--- config.mk ---
export PLATFORM = sky130hd
export DESIGN_NAME = button_debounce_long_press_repeat_unit
export DESIGN_NICKNAME = d
export VERILOG_FILES = /design/src/rtl/core/bdlpr_pkg.sv /design/src/rtl/core/button_debounce_long_press_repeat_unit.sv /design/src/rtl/core/bdlpr_button.sv
export SDC_FILE = /design/constraint.sdc
export NUM_CORES = 1
export LEC_CHECK = 0
export BUFFER_PORTS_ARGS = -buffer_cell sky130_fd_sc_hd__buf_4
export CELL_PAD_IN_SITES_DETAIL_PLACEMENT = 0
export CELL_PAD_IN_SITES_GLOBAL_PLACEMENT = 1
export CORE_AREA = 2 2 161 163
export DETAILED_ROUTE_END_ITERATION = 16
export DIE_AREA = 0 0 163 165
export PLACE_DENSITY_LB_ADDON = 0.08
export SYNTH_ARGS = -nofsm -noshare
export SYNTH_HDL_FRONTEND = slang
export SYNTH_SLANG_ARGS = --single-unit
--- constraint.sdc ---
create_clock -name clk -period 2.6 [get_ports clk]
set_clock_uncertainty 0.05 [all_clocks]
set_input_delay 0.26 -clock clk [delete_from_list [all_inputs] [get_ports clk]]
set_output_delay 0.26 -clock clk [all_outputs]
set_load 0.005 [all_outputs]
--- src/rtl/core/bdlpr_pkg.sv ---
package bdlpr_pkg;

  // Button count and register layout are fixed here
  localparam int NUM_BUTTONS = 3;
  localparam int COUNT_W     = 16;
  localparam int CFG_INDEX_W = 1;

  localparam logic [CFG_INDEX_W-1:0] REG_LONG_PRESS_TICKS = 1'd0;
  localparam logic [CFG_INDEX_W-1:0] REG_REPEAT_TICKS     = 1'd1;

  localparam logic [COUNT_W-1:0] LONG_PRESS_TICKS_RESET = 16'd100;
  localparam logic [COUNT_W-1:0] REPEAT_TICKS_RESET     = 16'd10;

  typedef struct packed {
    logic [COUNT_W-1:0] long_press_ticks;
    logic [COUNT_W-1:0] repeat_ticks;
  } bdlpr_cfg_t;

  typedef struct packed {
    logic pressed;
    logic long_press;
    logic held;
  } bdlpr_flags_t;

endpackage

--- src/rtl/core/button_debounce_long_press_repeat_unit.sv ---
// A request accepted into the input register passes through the result register to out_valid.
// Throughput: one request per cycle; the input register and result register
// each take a new request whenever the stage ahead of it moves or is empty.
// The rate is set by the combinational per-button update between the two registers.
// Reset (rst, synchronous): all buttons released, counters and flags cleared,
// long_press_ticks = 100, repeat_ticks = 10, both stages empty.
module button_debounce_long_press_repeat_unit
  import bdlpr_pkg::*;
(
  input  logic                   clk,
  input  logic                   rst,
  input  logic                   cfg_we,
  input  logic [CFG_INDEX_W-1:0] cfg_index,
  input  logic [COUNT_W-1:0]     cfg_data,
  input  logic                   in_valid,
  output logic                   in_stall,
  input  logic [NUM_BUTTONS-1:0] raw_levels,
  input  logic [NUM_BUTTONS-1:0] clear_held_mask,
  output logic                   out_valid,
  input  logic                   out_stall,
  output logic [NUM_BUTTONS-1:0] pressed_mask,
  output logic [NUM_BUTTONS-1:0] long_press_mask,
  output logic [NUM_BUTTONS-1:0] held_mask
);

  bdlpr_cfg_t             cfg;
  logic                   in_q_valid;
  logic [NUM_BUTTONS-1:0] raw_q;
  logic [NUM_BUTTONS-1:0] clr_q;
  logic                   advance;
  bdlpr_flags_t           flags_next [NUM_BUTTONS];

  // Configuration writes
  always_ff @(posedge clk) begin
    if (rst) begin
      cfg.long_press_ticks <= LONG_PRESS_TICKS_RESET;
      cfg.repeat_ticks     <= REPEAT_TICKS_RESET;
    end else if (cfg_we) begin
      case (cfg_index)
        REG_LONG_PRESS_TICKS: cfg.long_press_ticks <= cfg_data;
        REG_REPEAT_TICKS:     cfg.repeat_ticks     <= cfg_data;
        default: ;
      endcase
    end
  end

  // Move the held request into the buttons when the result slot frees up
  assign advance  = in_q_valid && (!out_valid || !out_stall);
  assign in_stall = in_q_valid && !advance;

  // Input register
  always_ff @(posedge clk) begin
    if (rst) begin
      in_q_valid <= 1'b0;
    end else if (!in_stall) begin
      in_q_valid <= in_valid;
    end
  end

  always_ff @(posedge clk) begin
    if (in_valid && !in_stall) begin
      raw_q <= raw_levels;
      clr_q <= clear_held_mask;
    end
  end

  // One lane per button
  for (genvar i = 0; i < NUM_BUTTONS; i++) begin : g_button
    bdlpr_button u_button (
      .clk        (clk),
      .rst        (rst),
      .en         (advance),
      .sample     (raw_q[i]),
      .clr_held   (clr_q[i]),
      .cfg        (cfg),
      .flags_next (flags_next[i])
    );
  end

  // Result register
  always_ff @(posedge clk) begin
    if (rst) begin
      out_valid <= 1'b0;
    end else if (advance) begin
      out_valid <= 1'b1;
    end else if (!out_stall) begin
      out_valid <= 1'b0;
    end
  end

  for (genvar i = 0; i < NUM_BUTTONS; i++) begin : g_result
    always_ff @(posedge clk) begin
      if (advance) begin
        pressed_mask[i]    <= flags_next[i].pressed;
        long_press_mask[i] <= flags_next[i].long_press;
        held_mask[i]       <= flags_next[i].held;
      end
    end
  end

`ifndef SYNTH
  // A held flag only exists on a long press
  assert property (@(posedge clk) disable iff (rst)
    out_valid |-> ((held_mask & ~long_press_mask) == '0))
    else $error("held flag without long press");

  // A long press only exists while debounced pressed
  assert property (@(posedge clk) disable iff (rst)
    out_valid |-> ((long_press_mask & ~pressed_mask) == '0))
    else $error("long press flag without press");

  // Input stalls only when the result slot is full and blocked
  assert property (@(posedge clk) disable iff (rst)
    in_stall |-> (in_q_valid && out_valid && out_stall))
    else $error("input stalled with free result slot");

  // A blocked result is not overwritten
  assert property (@(posedge clk) disable iff (rst)
    (out_valid && out_stall) |=> (out_valid && $stable(held_mask)
                                  && $stable(pressed_mask)))
    else $error("stalled result changed");
`endif

endmodule

--- src/rtl/core/bdlpr_button.sv ---
module bdlpr_button
  import bdlpr_pkg::*;
(
  input  logic         clk,
  input  logic         rst,
  input  logic         en,
  input  logic         sample,
  input  logic         clr_held,
  input  bdlpr_cfg_t   cfg,
  output bdlpr_flags_t flags_next
);

  // Two newest samples; the oldest of the three is dropped each tick
  logic [1:0]         hist;
  logic               stable;
  logic [COUNT_W-1:0] press_count;
  logic [COUNT_W-1:0] repeat_count;
  logic               long_flag;
  logic               held_flag;

  logic               stable_next;
  logic [COUNT_W-1:0] press_count_next;
  logic [COUNT_W-1:0] repeat_count_next;
  logic [COUNT_W-1:0] repeat_inc;
  logic               long_flag_next;
  logic               held_flag_next;

  // Debounce, then advance press and repeat counters while pressed; clear them on release
  always_comb begin
    repeat_inc        = repeat_count + 1'b1;
    stable_next       = stable;
    press_count_next  = press_count;
    repeat_count_next = repeat_count;
    long_flag_next    = long_flag;
    held_flag_next    = held_flag & ~clr_held;
    if (hist[1] == hist[0] && hist[0] == sample) begin
      stable_next = sample;
    end
    if (!stable_next) begin
      if (press_count < cfg.long_press_ticks) begin
        press_count_next = press_count + 1'b1;
      end else begin
        long_flag_next = 1'b1;
        if (repeat_count < cfg.repeat_ticks) begin
          repeat_count_next = repeat_inc;
          if (repeat_inc == cfg.repeat_ticks) begin
            held_flag_next    = 1'b1;
            repeat_count_next = '0;
          end
        end
      end
    end else begin
      press_count_next  = '0;
      repeat_count_next = '0;
      long_flag_next    = 1'b0;
      held_flag_next    = 1'b0;
    end
  end

  assign flags_next.pressed    = ~stable_next;
  assign flags_next.long_press = long_flag_next;
  assign flags_next.held       = held_flag_next;

  // Commit state on each tick request
  always_ff @(posedge clk) begin
    if (rst) begin
      hist         <= 2'b11;
      stable       <= 1'b1;
      press_count  <= '0;
      repeat_count <= '0;
      long_flag    <= 1'b0;
      held_flag    <= 1'b0;
    end else if (en) begin
      hist         <= {hist[0], sample};
      stable       <= stable_next;
      press_count  <= press_count_next;
      repeat_count <= repeat_count_next;
      long_flag    <= long_flag_next;
      held_flag    <= held_flag_next;
    end
  end

endmodule
; ---- Word level (Yosys, flattened, before mapping)
; Index checks and enable logic that the tools add are counted.
[totals]
word_cells = 134
out_inout_bits = 11
register_bits = 160
in_bits = 28
[op_classes]
n_eq_ne = 13
n_addsub = 6
n_mux = 41
n_reduce_logical = 25
magnitude_cmp = 6
n_bitwise = 10
[op_table]
columns = cell, n
row1 = $mux 16, 18
row2 = $add 16x1->16 const B, 6
row3 = $lt 16x16->1, 6
row4 = $eq 16x16->1, 3
row5 = $mux 1, 23
row6 = $reduce_bool 2->1, 6
row7 = $reduce_and 2->1, 5
row8 = $reduce_and 3->1, 3
row9 = $ne 2x1->1 const B, 4
row10 = $not 1->1, 7
row11 = $eq 1x1->1, 6
row12 = $logic_and 1x1->1, 6
row13 = $logic_not 1->1, 4
row14 = $and 1x1->1, 3
row15 = $logic_or 1x1->1, 1

; ---- Longest topological paths before layout
; Gate-level depths: netlist of run 1.
[logic_depth]
ltp_word = 7
depth_mapped = 12
ltp_nobuf = 10

; ---- By module
; From an unflattened synthesis of run 1, not the netlist that was laid out.
[hier_totals]
hier_cells = 1366
area_unflattened_um2 = 11143.2
[by_module_without_submodules]
columns = module, seq_area_each_um2, cells_each, area_each_um2, instances
row1 = bdlpr_button, 740.7, 404, 3089.2, 3
row2 = button_debounce_long_press_repeat_unit, 1131.1, 154, 1875.5, 1

; ---- Worst setup path after synthesis of run 1
; No wires, ideal clock.
[synth_path]
path_type = register to register
start = reg cfg[29] (netlist name)
end = reg g_button[0].u_button.press_count[9]
t_required_ns = 2.478
synth_period_minus_slack_ns = 2.709
path_stages_with_launch = 12
setup_slack_ns = -0.109
arrival_time_ns = 2.587
setup_time_ns = 0.072
n_path_buf = 2
path_cell_list = dfxtp_1 > inv_1 > ha_1 > a21o_1 > a21o_1 > a221o_1 > a311o_1 > buf_2 > a211o_1 > buf_2 > or3_1 > a21oi_1
[synth_via]
elab_chain_len = 3
[synth_lines]
columns = item, line
row1 = $lt 16x16->1, bdlpr_button.sv:40  ; if (press_count < cfg.long_press_ticks) begin
row2 = $reduce_bool 2->1 (no source line), -
row3 = $reduce_and 2->1 (no source line), -
row4 = "end signal, assigned", bdlpr_button.sv:76  ; press_count <= press_count_next;
row5 = "end, declared", bdlpr_button.sv:16  ; logic [COUNT_W-1:0] press_count;
; No other way between the ends.
; A chain may end at the register's enable or synchronous reset.

; ---- Worst setup path after layout of run 1
[layout_path]
start = reg cfg[17] (netlist name)
end = reg g_button[2].u_button.press_count[14]
[layout_via]
elab_chain_len = 3
[layout_lines]
columns = item, line
row1 = $lt 16x16->1, bdlpr_button.sv:40
row2 = $reduce_bool 2->1 (no source line), -
row3 = $reduce_and 2->1 (no source line), -
row4 = "end signal, assigned", bdlpr_button.sv:76
row5 = "end, declared", bdlpr_button.sv:16
; No other way between the ends.

==> results.md, run 1 <==
- R2R Path End: g_button[2].u_button.press_count[14]
- Final WL: 37.0 mm
- Final ANT Viol Nets: 0
- Pre-CTS setup slack: -278 ps
- Hold endpoint: cfg[21]
- Slew headroom: 0.300
- Die W: 163 µm
- Row count: 58
- Die Ht: 165 µm
- WS Path Type: register to register
- Part of the power in registers: 0.434
- M1 GR Usage: 0.380
- First-pass GRT wire length: 56.4 mm
- Worst R2R Path Depth: 13
- Clock Root Buffer: clkbuf_16
- Initial core utilization: 0.426
- Antenna diode count: 0
- Drt initial violations: 647
- Nets: 1709
- Logic gate share of total power: 0.133
- Cell with the most instances after synthesis: nand2_1
- Clock group share of total power: 0.433
- Synth area leader: dfxtp_1
- Largest net degree at the start of global routing: 57
- Mapped Nets: 1430
- Proportion of synthesized area in mux cells: 0.000938
- CTS tree: yes
- Simple logic cell fraction of the synthesized area: 0.227
- GR Util All Layers: 0.273
- YS warnings: 0
- Die area: 26900 µm²
- Status: finished, violations left
- Reg-to-reg setup timing slack: -90 ps
- Hold Path Class: input port to register
- Failing checks: negative setup slack
- Global route hottest layer: met2
- Final HPWL DP: 26.1 mm
- Total number of vias: 10900
- Post-synthesis instance area: 10700 µm²
- Placer Congestion: 0.918
- IO Pins: 39
- Final setup fails: 24
- Clk buf depth: 2
- Cell internal pwr: 4.18 mW
- Fin crit period: 2690 ps
- Peak supply drop: 0.476 mV
- Hold WS: 14.8 ps
- Cell variety after synth: 81
- Core footprint: 25000 µm²
- HP Start: cfg_data[5]
- Mean post-synth cell area: 8.19 µm²
- Vias in the first global route: 10600
- Yosys reg bits: 160
- RSZ-0062 raised after global routing: true
- CTS H-tree lvls: 4
- Placed insts: 1849
- Met2 Use GR: 0.438
- Max frequency: 0.372 GHz
- First-pass DRT Iterations: 5
- Switching pwr: 1.73 mW
- Measured slew at the worst slew-check pin: 1050 ps
- CTS buffer count: 17
- Fill count: 2175
- Main flop type after synthesis: dfxtp_1
- Max-cap viol count: 0
- Post-synth EDFFs: 15
- Endpoints failing hold: 0
- Synth area leaders: dfxtp_1 27%, ha_1 12%, nand2_1 5.3%
- CP Data Arrival Time: 2980 ps
- Clock Latency Late Sink: 450 ps
- Area growth from synthesis to layout: 43.5%
- LEAKAGE: 6.07 nW
- Gr ovfl total: 0
- # port buffers: 38
- Worst EP required: 2890 ps
- Hold depth: 3
- Largest family of logic cells by synthesized area: simple AND/OR/NAND/NOR gates
- Antenna violations before repair: 0
- Net Sw Frac: 0.293
- Post-synth top area share: 0.272
- Worst setup margin: -88.7 ps
- Share of cells above drive strength 1: 0.369
- Cell count after synthesis: 1303
- Clock sink count: 160
- RR Startpoint: cfg[17]
- Area share of fa/ha/maj cells after synthesis: 0.116
- Fin. max-slew vios: 0
- Non-Filler Instances: 1925
- Post-synthesis compound-gate area fraction: 0.206
- Pwr per Cell Area: 386 nW/µm²
- Crit start category: register
- Clock slew at reported path FFs: 80 ps
- XOR/XNOR Fraction of Synth Area: 0.0779
- Crit share post-route: 1.03
- DRC: 0
- Register area share after synthesis: 0.314
- Asr flop ratio synth: 0
- Met3 Track Usage GR: 0.0404
- WL/cell: 19.2 µm
- Crit end category: register
- Post-synth top cells: 152 x nand2_1, 145 x dfxtp_1, 99 x ha_1
- Via-to-Cell Ratio: 5.67
- Worst-path fanout max: 6
flip-flops by register name, summed over array words and instances (netlist names), 3 cells and up:
register                        cells
g_button.u_button.press_count      48
g_button.u_button.repeat_count     48
cfg                                32
g_button.u_button.hist              6
clr_q                               3
g_button.u_button.held_flag         3
g_button.u_button.long_flag         3
g_button.u_button.stable            3
held_mask                           3
long_press_mask                     3
pressed_mask                        3
raw_q                               3
layer usage:
layer  vias to the layer above  part of all wire
met5                         -                 0
met4                         0             0.022
met3                        51             0.047
met2                       264              0.45
met1                      5287              0.48
li1                       5309                 -
timing repair:
action                                 in CTS  in global routing
buffers inserted                           16                 20
gates cloned                                3                  2
endpoints found under the hold margin       7                  0
hold buffers                                7                  0
setup endpoints to repair                  87                 97
gates resized for setup                   125                170
pin swaps                                  48                 88
layout make-up:
class / count / area, µm² / area share
flip-flops and latches: 160 / 3400 / 0.222
well taps: 330 / 413 / 0.0270
repair buffers: 338 / 2790 / 0.182
multi-input cells: 993 / 7850 / 0.513
clock buffers: 18 / 439 / 0.0287
inverters: 72 / 290 / 0.0190
clock inverters: 14 / 135 / 0.00882
kinds of logic (layout without fill, tap and decap cells):
group,after synthesis,after routing
AND/OR/NAND/NOR,482,482
AO/OA/AOI/OAI,316,317
flip-flops,160,160
buffers and inverters,151,442
adder cells (fa/ha/maj),99,99
XOR/XNOR,94,94
multiplexers,1,1
critical path, stage by stage (launching register included):
cell	delay [ps]
dfxtp_2	350
inv_4	40
buf_6	120
ha_4	220
a2111oi_4	390
nor3_2	100
o41ai_2	250
buf_4	220
a21oi_4	70
buf_12	140
buf_6	110
nor4_4	290
xnor2_1	160
nor2_1	60
how the worst max path moves through the flow:
stage                  from                                   end  slack, ps  cells past startpoint
finish              cfg[17]  g_button[2].u_button.press_count[14]        -90                     13
global route        cfg[17]  g_button[2].u_button.press_count[14]       -220                     13
CTS                 cfg[17]   g_button[2].u_button.press_count[3]       -130                     12
detailed placement   cfg[9]  g_button[0].u_button.repeat_count[7]       -280                     12
global placement     cfg[9]  g_button[0].u_button.repeat_count[7]       -190                     12
floorplan           cfg[17]   g_button[1].u_button.press_count[6]         10                      9
through the flow:
step / TNS [ps] / utilization / power [mW] / cell area [µm²]
3_5_place_dp: -9530 / 0.522 / 3.29 / 13100
4_1_cts: -1460 / 0.575 / 5.89 / 14400
2_1_floorplan: 0 / - / 2.97 / 10700
6_report: -786 / 0.612 / 5.91 / 15300
3_3_place_gp: -6150 / 0.522 / 3.28 / 13100
5_1_grt: -7430 / 0.612 / 6.09 / 15300
power by group through the flow:
stage	registers (mW)	logic, mW	clock network (mW)
floorplan	2.62	0.354	0
global placement	2.62	0.664	0
detailed placement	2.62	0.668	0
CTS	2.57	0.732	2.59
global route	2.57	0.849	2.67
finish	2.57	0.785	2.56
cells in the final DEF, fill, tap and decap left out, types with 17 or more instances in the layout:
| cell | instances |
|---|---|
| xnor2_1 | 49 |
| nand4_1 | 39 |
| o21ai_1 | 17 |
| xor2_1 | 39 |
| nand2_1 | 148 |
| inv_1 | 52 |
| dfxtp_1 | 114 |
| a21o_1 | 23 |
| buf_6 | 26 |
| a21oi_1 | 71 |
| ha_4 | 24 |
| nor2_1 | 76 |
| and3_1 | 18 |
| clkbuf_16 | 19 |
| buf_4 | 295 |
| dfxtp_2 | 28 |
| nand3_1 | 53 |
| ha_1 | 71 |
| nor3_1 | 17 |
| a21oi_2 | 20 |
(Power assumes the default switching activity.)
==> run 2, diff against run 1 <==
--- a/config.mk
+++ b/config.mk
@@ -8,9 +8,10 @@
 export BUFFER_PORTS_ARGS = -buffer_cell sky130_fd_sc_hd__buf_4
 export CELL_PAD_IN_SITES_DETAIL_PLACEMENT = 0
 export CELL_PAD_IN_SITES_GLOBAL_PLACEMENT = 1
-export CORE_AREA = 2 2 161 163
+export CORE_AREA = 2 2 178 180
 export DETAILED_ROUTE_END_ITERATION = 16
-export DIE_AREA = 0 0 163 165
+export DIE_AREA = 0 0 180 182
+export GPL_ROUTABILITY_DRIVEN = 0
 export PLACE_DENSITY_LB_ADDON = 0.08
 export SYNTH_ARGS = -nofsm -noshare
 export SYNTH_HDL_FRONTEND = slang
==> run 2 against run 1 <==
The run still ends with negative setup slack left. Sequential cell count unchanged. Fmax decreased by 0.23%. Wire length increased by 2.7%. Setup slack got worse by 6.1 ps. Critical path depth unchanged. Worst hold slack got worse by 3.3 ps. Register-to-register slack about the same. Count of clock-buffer cells in the layout increased by 3. Via count decreased by 2.2%. Utilization decreased by 11 points. Clock power increased by 5%. Sequential share of layout area decreased by 0.10 points.
==> results.md, run 2 (synthesized netlist as in run 1, its figures left out) <==
- LEAKAGE: 6.05 nW
- Failing checks: negative setup slack
- Clk buf depth: 2
- CTS H-tree lvls: 4
- Crit end category: register
- Max-cap viol count: 0
- WL met3: 1.36 mm
- HP Start: cfg_data[0]
- Worst-path fanout max: 5
- Largest net degree at the start of global routing: 57
- Measured slew at the worst slew-check pin: 1060 ps
- Vias in the first global route: 10400
- Peak supply drop: 0.430 mV
- Drt initial violations: 727
- # port buffers: 38
- Biggest regs: g_button.u_button.press_count (48), g_button.u_button.repeat_count (48), cfg (32)
- Most common cell after layout, fill and taps aside: buf_4
- Row count: 65
- Area growth from synthesis to layout: 44.7%
- Reg-to-reg setup timing slack: -90 ps
- Antenna violations before repair: 0
- Crit start category: register
- Crit path buf inv count: 4
- Via-to-Cell Ratio: 5.36
- Area of the multi-input gates: 7880 µm²
- Clock Latency Late Sink: 460 ps
- CTS tree: yes
- R2R Path End: g_button[2].u_button.repeat_count[5]
- CP Data Arrival Time: 3040 ps
- Die W: 180 µm
- Die Ht: 182 µm
- Worst setup margin: -94.8 ps
- Final setup fails: 20
- Delay of the slowest cell on the worst path: 460 ps
- Hold depth: 3
- Clock slew at reported path FFs: 70 ps
- RR Startpoint: cfg[26]
- Fin crit period: 2690 ps
- Endpoints failing hold: 0
- Hold endpoint: cfg[16]
- WL/cell: 19.1 µm
- GR Util All Layers: 0.231
- RSZ-0062 raised after global routing: true
- Levels on crit path: 13
- Core footprint: 31000 µm²
- Worst EP required: 2940 ps
- IO Pins: 39
- Fill count: 2938
- Nets: 1704
- First-pass DRT Iterations: 5
- Top cell by count, worst path: buf_6
- Clock Root Buffer: clkbuf_16
- Die area: 32800 µm²
- Fin. max-slew vios: 0
- Top Metal Used: met4
- Final HPWL DP: 27.3 mm
- Crit share post-route: 1.04
- Initial core utilization: 0.344
- Slew headroom: 0.288
- Total number of vias: 10700
- DRT met1 WL: 19.0 mm
- CP top delay family: simple AND/OR/NAND/NOR gates
- Worst path cell trace: inv_4 > buf_6 > ha_4 > and4_1 > a21oi_1 > nor2b_1 > a311oi_1 > buf_4 > buf_6 > a211o_1 > a21o_4 > or4_1 > o21ai_1
- Commonest cells after routing, fill and taps aside: 284 x buf_4, 147 x nand2_1, 107 x dfxtp_1, 75 x a21oi_1, 74 x nor2_1
- Hold Path Class: input port to register
- Status: finished, violations left
- CTS buffer count: 17
- Final WL: 38.0 mm
- Post-Route Utilization: 0.498
- Max frequency: 0.371 GHz
- Pre-CTS setup slack: -263 ps
- Worst R2R Path Depth: 13
- DRC: 0
- Share of cells above drive strength 1: 0.369
- Gr ovfl total: 0
- Met2 wire length: 16.8 mm
- Final ANT Viol Nets: 0
- Pwr per Cell Area: 391 nW/µm²
- Register area: 3410 µm²
- WS Path Type: register to register
- First-pass GRT wire length: 58.9 mm
- Hold WS: 11.5 ps
- Clock sink count: 160
- Antenna diode count: 0
- CP max-delay cell: or4_1
## run 2: cell count changes in the layout (fill, tap and decap cells not counted), moves of 4 or more
cell	change
buf_4	-11
dfxtp_1	-7
dfxtp_2	+6
a21oi_1	+4
and4_4	+4
nand3_2	-4
buf_6	+5
and4_1	-5
inv_6	-4
## run 2: cell type report
| class | instances | share of cell area |
|---|---|---|
| Multi-Input combinational cell | 993 | 0.511 |
| Sequential cell | 160 | 0.221 |
| Timing Repair Buffer | 333 | 0.178 |
| Tap cell | 402 | 0.0326 |
| Clock buffer | 21 | 0.0319 |
| Inverter | 72 | 0.0185 |
| Clock inverter | 11 | 0.00754 |
## run 2: layer usage
| layer | track usage | up-vias |
|---|---|---|
| met4 | 0.0689 | 0 |
| met3 | 0.0331 | 50 |
| li1 | - | 5302 |
| met2 | 0.357 | 195 |
| met5 | 0 | - |
| met1 | 0.331 | 5127 |
## run 2: worst reg2reg max path, stage by stage, from the launching register on
cell and delay (ps):
dfxtp_2 360, inv_4 50, buf_6 110, ha_4 250, and4_1 220, a21oi_1 70
nor2b_1 110, a311oi_1 60, buf_4 170, buf_6 110, a211o_1 320, a21o_4 220
or4_1 460, o21ai_1 80
## run 2: timing repair
item / in CTS / in global routing
endpoints found under the setup margin: 94 / 94
gates resized for setup: 120 / 191
hold buffers: 10 / 0
hold endpoints to repair: 11 / 0
buffers inserted: 12 / 22
cloned: 1 / 2
pin swaps: 42 / 87
## run 2: worst max path at each step
stage,start,to,slack (ps)
5_1_grt,cfg[26],g_button[2].u_button.repeat_count[5],-210
3_5_place_dp,cfg[17],g_button[0].u_button.repeat_count[13],-260
6_report,cfg[26],g_button[2].u_button.repeat_count[5],-90
4_1_cts,cfg[29],g_button[0].u_button.repeat_count[13],-80
3_3_place_gp,g_button[0].u_button.repeat_count[0],g_button[0].u_button.repeat_count[13],-250
2_1_floorplan,cfg[17],g_button[1].u_button.press_count[6],10
## run 2: through the flow
step	setup TNS [ps]	power (mW)	cells	instance area, µm²
floorplan	0	2.97	1303	10700
global placement	-8750	3.27	1913	13100
detailed placement	-12640	3.28	1913	13100
CTS	-1150	6.02	1968	14400
global route	-6470	6.27	1992	15400
finish	-649	6.04	1992	15400
## run 2: report_power, final
group          total [mW]  internal (mW)  switching, mW
Clock                2.70           1.49           1.22
Combinational       0.775          0.336          0.438
Sequential           2.56           2.53         0.0302
Total                6.04           4.35           1.68
